$ cat config.mk
export PLATFORM = sky130hd
export DESIGN_NAME = pmvg_div
export DESIGN_NICKNAME = d
export VERILOG_FILES = /design/src/rtl/pmvg_pkg.sv /design/src/rtl/pmvg_div.sv
export SDC_FILE = /design/constraint.sdc
export NUM_CORES = 1
export LEC_CHECK = 0
export BUFFER_PORTS_ARGS = -buffer_cell sky130_fd_sc_hd__buf_2
export CAP_MARGIN = 25
export CORE_MARGIN = 8
export CORE_UTILIZATION = 36
export CTS_CLUSTER_DIAMETER = 200
export DETAILED_ROUTE_END_ITERATION = 8
export PLACE_DENSITY = 0.5
export SLEW_MARGIN = 5
export SYNTH_ARGS = -nofsm -noshare
export SYNTH_HDL_FRONTEND = slang
export SYNTH_SLANG_ARGS = --single-unit
$ cat constraint.sdc
create_clock -name clk_i -period 6.5 [get_ports clk_i]
set_clock_uncertainty 0.15 [all_clocks]
set_input_delay 0.65 -clock clk_i [delete_from_list [all_inputs] [get_ports clk_i]]
set_output_delay 0.65 -clock clk_i [all_outputs]
set_load 0.02 [all_outputs]
$ cat src/rtl/pmvg_pkg.sv
// Shared types, constants and arithmetic helpers of the primitive mesh vertex generator.
package pmvg_pkg;

  // Default grid index width
  localparam int unsigned SEG_BITS_DEF = 8;

  // Fixed-point widths
  localparam int unsigned TEX_W  = 17;   // Q1.16 texture coordinate
  localparam int unsigned POS_W  = 32;   // signed Q16.16 position
  localparam int unsigned EXT_W  = 31;   // unsigned Q15.16 size
  localparam int unsigned FRAC_W = 16;
  localparam int unsigned ANG_W  = 16;   // quarter-wave argument 0..32768
  localparam int unsigned SIN_W  = 17;   // unsigned Q16 sine magnitude
  localparam int unsigned QUARTER = 32768;

  // Divider shape: quotient bits resolved per register stage
  localparam int unsigned DIV_STEPS  = 3;
  localparam int unsigned DIV_STAGES = (TEX_W + DIV_STEPS - 1) / DIV_STEPS;

  // Quarter-sine polynomial: coefficient count and unit latency
  localparam int unsigned NCOEF     = 5;
  localparam int unsigned HORNER    = NCOEF - 1;
  localparam int unsigned QSIN_LAT  = HORNER + 2;
  // Stages from the plane/cube result to the output stage
  localparam int unsigned SIDE_LEN  = QSIN_LAT + 3;

  // Taylor coefficients of sin(pi/2 * x), Q30
  localparam logic [30:0] SIN_COEF [NCOEF] = '{
    31'd1686629713, 31'd693598668, 31'd85569304, 31'd5026994, 31'd172272
  };

  // Shape modes
  localparam logic [1:0] MODE_PLANE  = 2'd0;
  localparam logic [1:0] MODE_SPHERE = 2'd1;
  localparam logic [1:0] MODE_CUBE   = 2'd2;
  localparam logic [1:0] MODE_BAD    = 2'd3;

  // Cube faces
  localparam logic [2:0] FACE_PZ = 3'd0;
  localparam logic [2:0] FACE_PX = 3'd1;
  localparam logic [2:0] FACE_NZ = 3'd2;
  localparam logic [2:0] FACE_NX = 3'd3;
  localparam logic [2:0] FACE_PY = 3'd4;
  localparam logic [2:0] FACE_NY = 3'd5;

  // Configuration register indexes
  localparam int unsigned CFG_IDX_W = 3;
  localparam logic [CFG_IDX_W-1:0] REG_SHAPE_MODE = 3'd0;
  localparam logic [CFG_IDX_W-1:0] REG_SEGS_U     = 3'd1;
  localparam logic [CFG_IDX_W-1:0] REG_SEGS_V     = 3'd2;
  localparam logic [CFG_IDX_W-1:0] REG_ORIGIN_X   = 3'd3;
  localparam logic [CFG_IDX_W-1:0] REG_ORIGIN_Y   = 3'd4;
  localparam logic [CFG_IDX_W-1:0] REG_EXTENT_X   = 3'd5;
  localparam logic [CFG_IDX_W-1:0] REG_EXTENT_Y   = 3'd6;
  localparam logic [CFG_IDX_W-1:0] REG_RADIUS     = 3'd7;

  localparam logic signed [33:0] SAT_MAX = 34'sd2147483647;
  localparam logic signed [33:0] SAT_MIN = -34'sd2147483648;

  // Per-item control carried beside the divider
  typedef struct packed {
    logic [1:0] mode;
    logic       err;
    logic [2:0] face;
  } front_t;

  // Per-item data carried down the back half of the pipeline
  typedef struct packed {
    logic [1:0]       mode;
    logic             err;
    logic [2:0]       face;
    logic [1:0]       qphi;
    logic [1:0]       qth;
    logic [TEX_W-1:0] tu;
    logic [TEX_W-1:0] tv;
    logic [POS_W-1:0] px;
    logic [POS_W-1:0] py;
    logic [POS_W-1:0] pz;
  } side_t;

  // Scale a Q16 product back, rounding half away from zero
  function automatic logic signed [33:0] round_q16(input logic signed [49:0] p);
    logic [50:0] mag;
    logic [50:0] sum;
    logic [33:0] r;
    mag = p[49] ? (~{p[49], p} + 51'd1) : {1'b0, p};
    sum = mag + 51'd32768;
    r   = sum[49:16];
    return p[49] ? -$signed(r) : $signed(r);
  endfunction

  // Clamp to the signed 32-bit range
  function automatic logic [POS_W-1:0] sat32(input logic signed [33:0] v);
    logic [POS_W-1:0] r;
    if (v > SAT_MAX) begin
      r = 32'h7FFF_FFFF;
    end else if (v < SAT_MIN) begin
      r = 32'h8000_0000;
    end else begin
      r = v[31:0];
    end
    return r;
  endfunction

endpackage

$ cat src/rtl/pmvg_div.sv
// Pipelined restoring divider producing the Q1.16 texture fraction.
module pmvg_div #(
  parameter int unsigned SEG_BITS = pmvg_pkg::SEG_BITS_DEF
) (
  input  logic                                    clk_i,
  input  logic                                    en_i,
  input  logic [SEG_BITS+pmvg_pkg::TEX_W-1:0]     num_i,
  input  logic [SEG_BITS-1:0]                     den_i,
  output logic [pmvg_pkg::TEX_W-1:0]              quo_o
);
  import pmvg_pkg::*;

  logic [SEG_BITS-1:0] rem_q [DIV_STAGES];
  logic [TEX_W-1:0]    low_q [DIV_STAGES];
  logic [TEX_W-1:0]    quo_q [DIV_STAGES];
  logic [SEG_BITS-1:0] den_q [DIV_STAGES];

  for (genvar g = 0; g < DIV_STAGES; g++) begin : g_stage
    logic [SEG_BITS-1:0] rem_in;
    logic [TEX_W-1:0]    low_in;
    logic [TEX_W-1:0]    quo_in;
    logic [SEG_BITS-1:0] den_in;
    logic [SEG_BITS-1:0] rem_d;
    logic [TEX_W-1:0]    low_d;
    logic [TEX_W-1:0]    quo_d;

    if (g == 0) begin : g_first
      assign rem_in = num_i[SEG_BITS+TEX_W-1:TEX_W];
      assign low_in = num_i[TEX_W-1:0];
      assign quo_in = '0;
      assign den_in = den_i;
    end else begin : g_next
      assign rem_in = rem_q[g-1];
      assign low_in = low_q[g-1];
      assign quo_in = quo_q[g-1];
      assign den_in = den_q[g-1];
    end

    // Resolve a few quotient bits, shifting in one dividend bit each
    always_comb begin
      logic [SEG_BITS:0] wide;
      logic              qbit;
      rem_d = rem_in;
      low_d = low_in;
      quo_d = quo_in;
      for (int j = 0; j < DIV_STEPS; j++) begin
        if (g * DIV_STEPS + j < TEX_W) begin
          wide = {rem_d, low_d[TEX_W-1]};
          qbit = (wide >= {1'b0, den_in});
          if (qbit) begin
            wide = wide - {1'b0, den_in};
          end
          rem_d = wide[SEG_BITS-1:0];
          low_d = {low_d[TEX_W-2:0], 1'b0};
          quo_d = {quo_d[TEX_W-2:0], qbit};
        end
      end
    end

    always_ff @(posedge clk_i) begin
      if (en_i) begin
        rem_q[g] <= rem_d;
        low_q[g] <= low_d;
        quo_q[g] <= quo_d;
        den_q[g] <= den_in;
      end
    end
  end

  assign quo_o = quo_q[DIV_STAGES-1];

endmodule

==> results of run 1 <==
[final cells by class]
cell class / instances / share of cell area
sequential: 182 / 0.380
clock buffer: 17 / 0.0296
clock inverter: 14 / 0.0115
tap: 455 / 0.0396
inverter: 124 / 0.0323
multi-input combinational: 808 / 0.453
timing repair buffer: 118 / 0.0542
[cell usage after synthesis, types with 4 or more instances]
| cell | number | area share |
|---|---|---|
| a21o_1 | 33 | 0.020 |
| o21a_1 | 17 | 0.010 |
| nand2_1 | 51 | 0.015 |
| o22ai_1 | 4 | 0.0020 |
| or2_2 | 6 | 0.0030 |
| nor2b_1 | 20 | 0.010 |
| o211ai_1 | 4 | 0.0024 |
| xnor2_1 | 50 | 0.035 |
| mux2_1 | 10 | 0.0090 |
| a21oi_2 | 4 | 0.0028 |
| o21ai_1 | 11 | 0.0044 |
| o221ai_1 | 15 | 0.011 |
| fa_1 | 16 | 0.026 |
| a21oi_1 | 72 | 0.029 |
| inv_1 | 120 | 0.036 |
| o31a_1 | 5 | 0.0035 |
| xor2_1 | 25 | 0.018 |
| edfxtp_1 | 182 | 0.44 |
| nand2b_1 | 18 | 0.0090 |
| mux2i_1 | 31 | 0.025 |
| a31oi_1 | 6 | 0.0030 |
| or3_1 | 7 | 0.0035 |
| nor2_1 | 67 | 0.020 |
| mux2_4 | 8 | 0.0096 |
| inv_2 | 4 | 0.0012 |
| a211oi_1 | 11 | 0.0066 |
| o21bai_1 | 9 | 0.0054 |
| mux2_2 | 22 | 0.020 |
| o221a_1 | 4 | 0.0036 |
| nand3_1 | 15 | 0.0060 |
| nor3_1 | 19 | 0.0076 |
| ha_1 | 136 | 0.14 |
| o21ai_0 | 45 | 0.018 |
| nand4_1 | 19 | 0.0095 |
[through the flow]
stage	utilization	hold WS, ns
after floorplan	-	0.250
after global placement	0.400	0.251
after detailed placement	0.400	0.255
after CTS	0.417	0.195
after global routing	0.419	0.200
final	0.419	0.227
[cells by family after synthesis]
logic type               after synthesis  synth area share
XOR/XNOR                              75            0.0526
multiplexers                          71            0.0634
flip-flops                           182             0.438
buffers and inverters                135            0.0430
AO/OA/AOI/OAI                        271             0.147
AND/OR/NAND/NOR                      239            0.0941
adder cells (fa/ha/maj)              152             0.162
[how the worst max path moves through the flow]
stage                     startpoint               endpoint  slack (ns)  cells after the start
2_1_floorplan  den_q[2][1]$_DFFE_PP_  rem_q[3][3]$_DFFE_PP_        0.41                     27
3_3_place_gp   den_q[0][6]$_DFFE_PP_  rem_q[1][2]$_DFFE_PP_        0.17                     23
3_5_place_dp                den_i[1]  rem_q[0][3]$_DFFE_PP_        0.15                     27
4_1_cts        den_q[1][1]$_DFFE_PP_  rem_q[2][7]$_DFFE_PP_        0.17                     25
5_1_grt        den_q[1][1]$_DFFE_PP_  rem_q[2][7]$_DFFE_PP_       0.006                     27
6_report       den_q[1][1]$_DFFE_PP_  rem_q[2][7]$_DFFE_PP_        0.42                     26
[metal layers]
| metal | wire [µm] | share of wire | global-route usage | vias to the layer above |
|---|---|---|---|---|
| met3 | 870 | 0.032 | 0.0255 | 25 |
| met1 | 13800 | 0.50 | 0.188 | 4067 |
| met5 | 0 | 0 | 0 | - |
| met4 | 368 | 0.013 | 0.0376 | 0 |
| li1 | - | - | - | 4411 |
| met2 | 12300 | 0.45 | 0.216 | 113 |
[registers in the layout, indices dropped and copies added, names as in the netlist]
register and cells:
rem_q 40, quo_q 62, den_q 40, low_q 40
[critical path, stage by stage, from the launching register on]
cell      delay (ns)
edfxtp_1        0.44
inv_1           0.10
ha_1            0.24
nor2b_1         0.15
o31a_1          0.28
o21ai_1         0.13
nand2b_1        0.12
o31ai_4         0.30
mux2_2          0.42
inv_1           0.07
ha_1            0.23
nor2b_1         0.15
o211ai_1        0.21
a31oi_1         0.16
nor3_1          0.21
nor2_2          0.11
nor2_2          0.17
inv_2           0.12
o21a_1          0.23
ha_1            0.33
or2_2           0.29
a21oi_1         0.14
a31oi_1         0.08
o21ai_0         0.18
nand2b_1        0.07
a221o_2         0.42
mux2_1          0.35
[what timing repair did]
| action | in CTS | in global routing |
|---|---|---|
| hold endpoints to repair | 0 | 0 |
| buffers inserted | 0 | 2 |
| resized for setup | 0 | 11 |
| setup endpoints to repair | 0 | 25 |
==> impl_summary.log, run 1 <==
INFO  metric run_status = complete, no violations
INFO  metric synth_cell_area = ~0.012 mm²
INFO  metric hold_depth = 1
INFO  metric setup_viol = 0
INFO  metric remaining_drc_errors = 0
INFO  metric final_hold_viol_count = 0
INFO  metric design.die.area = 0.0409 mm²
INFO  metric dp_slack = 0.148 ns
INFO  metric synth_cell_type_count = 75
INFO  metric cts_hold_buf = 0
INFO  metric mostFrequentLayoutCell = edfxtp_1
INFO  metric postSynthNetCount = 1,312
INFO  metric dieHeight = 202 µm
INFO  metric die_w = 202 µm
INFO  metric dp_hpwl = approximately 22 mm
INFO  metric routed_wirelength = around 27 mm
INFO  metric grtUsageTotal = 0.136
INFO  metric synth.ff_latch_count = 182
INFO  metric clock_path_buffers = 2
INFO  metric crit-reg2reg-launch = den_q[1][1]$_DFFE_PP_
INFO  metric worst_ep_arrival_time = 6.12 ns
INFO  metric postPlaceCellArea = 0.0137 mm²
INFO  metric timing_max_transition_violations_final = 0
INFO  metric post_drt_via_cell_ratio = 5.02
INFO  metric grt_start_max_net_pins = 94
INFO  metric fillCellCount = 3,278
INFO  metric leading_register_cell_type_out_of_synthesis = edfxtp_1
INFO  metric core.rowCount = 68
INFO  metric setup_total_negative_slack = 0 ns
INFO  metric proportion_of_layout_cells_with_a_drive_suffix_above_1 = 0.169
INFO  metric num_ports = 52
INFO  metric clock_root_cell = clkbuf_16
INFO  metric sequential_cell_area = roughly 0.0055 mm²
INFO  metric post_synth_inst_count = roughly 1,100
INFO  metric post-route-cell-area = 0.0144 mm²
INFO  metric synth-edff-count = 182
INFO  metric number_of_antenna_diodes = 0
INFO  metric timing_worst_setup_path_type = reg -> reg
INFO  metric maxSlewHeadroom = 0.483
INFO  metric setup_repair_after_global_routing_missed_its_margin = no
INFO  metric dpl.cell_count = 1,685
INFO  metric hold_path_end = low_q[0][11]$_DFFE_PP_
INFO  metric syn2layout_area_growth = 15.3%
INFO  metric drv_cap = 0
INFO  metric multi_input_comb_area = 0.00652 mm²
INFO  metric detailedRoute.firstIterationViolations = 499
INFO  metric nets = 1,438
INFO  metric clock_sink_count = 182
INFO  metric worst_ep_required_time = 6.54 ns
INFO  metric crit_path_end_kind = register
INFO  metric worst_skew_pair.late_latency = 0.44 ns
INFO  metric worstRegToRegCells = 26
INFO  metric post-route-period-util = 0.935
INFO  metric gpl.final_weighted_congestion = 0.854
INFO  metric final_cell_mix = 182 x edfxtp_1, 136 x ha_1, 120 x inv_1
INFO  metric timing.reg2reg.setup_slack = 0.42 ns
INFO  metric detail_route.first_pass.iterations = 5
INFO  metric path_max_fanout = 9
INFO  metric post_layout_nonfiller_instances = 1,718
INFO  metric drtAntennaViolNets = 0
INFO  metric floorplan.core_area = between 0.03 and 0.04 mm²
INFO  metric grt_remaining_overflow = 0
INFO  metric cts.reportedPaths.clkPinSlew = 0.07 ns
INFO  metric wire_per_inst = about 16 µm
INFO  metric yosys_warnings = 0
INFO  metric timing_worst_slew_pin_value = 0.776 ns
INFO  metric synth_sequential_area_ratio = 0.438
INFO  metric finalWorstSetupSlack = approximately 0.42 ns
INFO  metric share_of_flip_flops_with_an_asynchronous_set_or_reset_after_synthesis = 0
INFO  metric min_period = 6.08 ns
INFO  metric start_util = 0.363
INFO  metric critical_path.startpoint_type = register
INFO  metric hold_path_class = in -> reg
INFO  metric rr_endpoint = rem_q[2][7]$_DFFE_PP_
INFO  metric first_global_vias = 8,617
INFO  metric cts_tree = yes
INFO  metric ctsHtreeMaxLevel = 4
INFO  metric io_buffers = 51
INFO  metric maximum_frequency_from_static_timing_analysis = 164 MHz
INFO  metric inserted_clock_buffers = 17
INFO  metric number_of_antenna_violations_at_the_first_check_in_global_routing = 0
INFO  metric synth_area_per_cell = 11.1 µm²
INFO  metric grt_pass1_wl = 45.1 mm
INFO  metric hold_start = num_i[10]
INFO  metric num_vias = 8,616
Power of run 1 is left out: the tool's default activity adds up to more than one toggle a clock period on the data nets, which glitch-free logic cannot reach.
==> run 2, diff against run 1 <==
- CORE_UTILIZATION: 36 -> 57
- PLACE_DENSITY: 0.5 -> 0.74
==> run 2 against run 1 <==
  * Utilization increased by 23 points
  * Worst setup slack got worse by 0.16 ns
  * Critical path depth decreased by 2
  * Flip-flop and latch count unchanged
  * Final cell count decreased by 11%
  * Sequential share of layout area increased by 1.0 points
  * Clock-buffer cell count increased by 1
  * Critical path type unchanged
  * Largest cell class unchanged
==> impl_summary.log, run 2 (same netlist as run 1, synthesis figures left out) <==
INFO  metric final_cell_mix = 182 x edfxtp_1, 136 x ha_1, 118 x inv_1
INFO  metric num_ports = 52 (unchanged)
INFO  metric worst_skew_pair.late_latency = 0.44 ns (about the same)
INFO  metric nets = 1,415 (-1.6%)
INFO  metric timing.critical_path.slowest_stage_cell = edfxtp_1
INFO  metric number_of_antenna_violations_at_the_first_check_in_global_routing = 0 (unchanged)
INFO  metric worst_ep_arrival_time = 6.28 ns (+0.16 ns)
INFO  metric cts.reportedPaths.clkPinSlew = 0.07 ns (about the same)
INFO  metric cts_hold_buf = 0 (unchanged)
INFO  metric proportion_of_layout_cells_with_a_drive_suffix_above_1 = 0.159 (-0.0107)
INFO  metric clock_root_cell = clkbuf_16
INFO  metric timing_max_transition_violations_final = 0 (unchanged)
INFO  metric inserted_clock_buffers = 17 (unchanged)
INFO  metric setup_repair_after_global_routing_missed_its_margin = no
INFO  metric start_util = 0.575 (+0.212)
INFO  metric post-route-period-util = 0.960 (+0.0250)
INFO  metric core.rowCount = 54 (-21%)
INFO  metric post_drt_via_cell_ratio = 5.77 (+15%)
INFO  metric design.die.area = 0.0269 mm² (-34%)
INFO  metric syn2layout_area_growth = 12.3%
INFO  metric gpl.final_weighted_congestion = 0.908 (+6.3%)
INFO  metric grt_pass1_wl = 42.5 mm (-5.8%)
INFO  metric post_layout_nonfiller_instances = 1,521 (-11%)
INFO  metric cts_tree = yes
INFO  metric largest_register_ffs = 62 (unchanged)
INFO  metric dp_slack = 0.00225 ns (-0.145 ns)
INFO  metric timing_worst_slew_pin_value = 0.892 ns (+0.116 ns)
INFO  metric worstRegToRegCells = 24 (-7.7%)
INFO  metric min_period = 6.24 ns (+0.163 ns)
INFO  metric dp_hpwl = 19.8 mm (-9.4%)
INFO  metric hold_depth = 1 (unchanged)
INFO  metric number_of_antenna_diodes = 0 (unchanged)
INFO  metric setup_viol = 0 (unchanged)
INFO  metric wire_per_inst = 17.0 µm (+6.9%)
INFO  metric final_hold_viol_count = 0 (unchanged)
INFO  metric grtUsageTotal = 0.198 (+0.0621)
INFO  metric hold_path_class = in -> reg
INFO  metric grt_remaining_overflow = 0 (unchanged)
INFO  metric setup_total_negative_slack = 0 ns (unchanged)
INFO  metric dpl.cell_count = 1,486 (-12%)
INFO  metric detail_route.first_pass.iterations = 5 (unchanged)
INFO  metric finalWorstSetupSlack = 0.257 ns (-0.163 ns)
INFO  metric dieHeight = 164 µm (-19%)
INFO  metric first_global_vias = 8,682 (+0.75%)
INFO  metric floorplan.core_area = 0.0217 mm² (-37%)
INFO  metric clock_path_buffers = 2 (unchanged)
INFO  metric critical_path.startpoint_type = register
INFO  metric crit_path_max_incr_delay = 0.49 ns (+0.05 ns)
INFO  metric routed_wirelength = 25.9 mm (-5.4%)
INFO  metric maxSlewHeadroom = 0.405 (-0.0775)
INFO  metric crit_path_end_kind = register
INFO  metric num_vias = 8,782 (+1.9%)
INFO  metric worst_ep_required_time = 6.54 ns (about the same)
INFO  metric clock_sink_count = 182 (unchanged)
INFO  metric grt_start_max_net_pins = 114 (+21%)
INFO  metric mostFrequentLayoutCell = edfxtp_1
INFO  metric drv_cap = 0 (unchanged)
INFO  metric ctsHtreeMaxLevel = 4 (unchanged)
INFO  metric top_register = quo_q
INFO  metric timing.critical_path.mode_cell = ha_1
INFO  metric finalCoreUtilization = 0.646 (+0.228)
INFO  metric critical_path.cell_chain = ha_1 > nor2b_1 > o31a_1 > o21ai_1 > nand2b_1 > o31ai_4 > buf_4 > mux2_2 > ha_1 > o211ai_1 > a31oi_1 > nor3_2 > nor2_2 > nor2_2 > inv_2 > mux2_1 > ha_1 > nand2_1 > a21o_1 > a31oi_1 > o21ai_0 > nand2b_1 > a221o_2 > mux2_1
INFO  metric path_max_fanout = 9 (unchanged)
INFO  metric timing_worst_setup_path_type = reg -> reg
INFO  metric maximum_frequency_from_static_timing_analysis = 160 MHz (-2.6%)
INFO  metric run_status = complete, no violations
INFO  metric io_buffers = 51 (unchanged)
INFO  metric drtAntennaViolNets = 0 (unchanged)
INFO  metric detailedRoute.firstIterationViolations = 483 (-3.2%)
INFO  metric remaining_drc_errors = 0 (unchanged)
INFO  metric die_w = 164 µm (-19%)
## run 2: layout make-up
cell class	instances	area, µm²
Clock buffer	18	429
Clock inverter	14	161
Fill cell	1691	7670
Inverter	124	465
Multi-Input combinational cell	809	6560
Sequential cell	182	5470
Tap cell	280	350
Timing Repair Buffer	94	587
## run 2: worst max-delay path: cells and delay by family (launching register included)
| kind | cells | cell delay, ns |
|---|---|---|
| compound gates | 9 | 1.99 |
| fa+ha+maj | 3 | 1.08 |
| buf+inv | 2 | 0.34 |
| flops | 1 | 0.49 |
| mux | 3 | 1.10 |
| simple gates | 7 | 0.84 |
## run 2: worst paths after layout
kind / start / to / slack [ns]
max: rem_q[1][0]$_DFFE_PP_ / rem_q[2][7]$_DFFE_PP_ / 0.26
min: num_i[7] / low_q[0][8]$_DFFE_PP_ / 0.23
max reg2reg: rem_q[1][0]$_DFFE_PP_ / rem_q[2][7]$_DFFE_PP_ / 0.26
min reg2reg: low_q[2][9]$_DFFE_PP_ / low_q[3][12]$_DFFE_PP_ / 0.27
## run 2: per-stage QoR
stage                     instance area, µm²  hold slack, ns
final                                  14000           0.227
after global routing                   14000           0.207
after CTS                              13900           0.211
after detailed placement               13300           0.255
after global placement                 13300           0.251
after floorplan                        12500           0.250
## run 2: timing repair
item                       CTS  global route
buffers inserted             0             2
gates resized for setup      0            20
setup endpoints to repair    0            38
## run 2: per-layer routing
metal  GRT usage  routed length, µm  share of wire
met2       0.318              12100           0.47
met3      0.0378               1130          0.044
met1       0.265              12200           0.47
met5           0                  0              0
met4      0.0719                516          0.020
Power of run 2 is left out for the same reason.
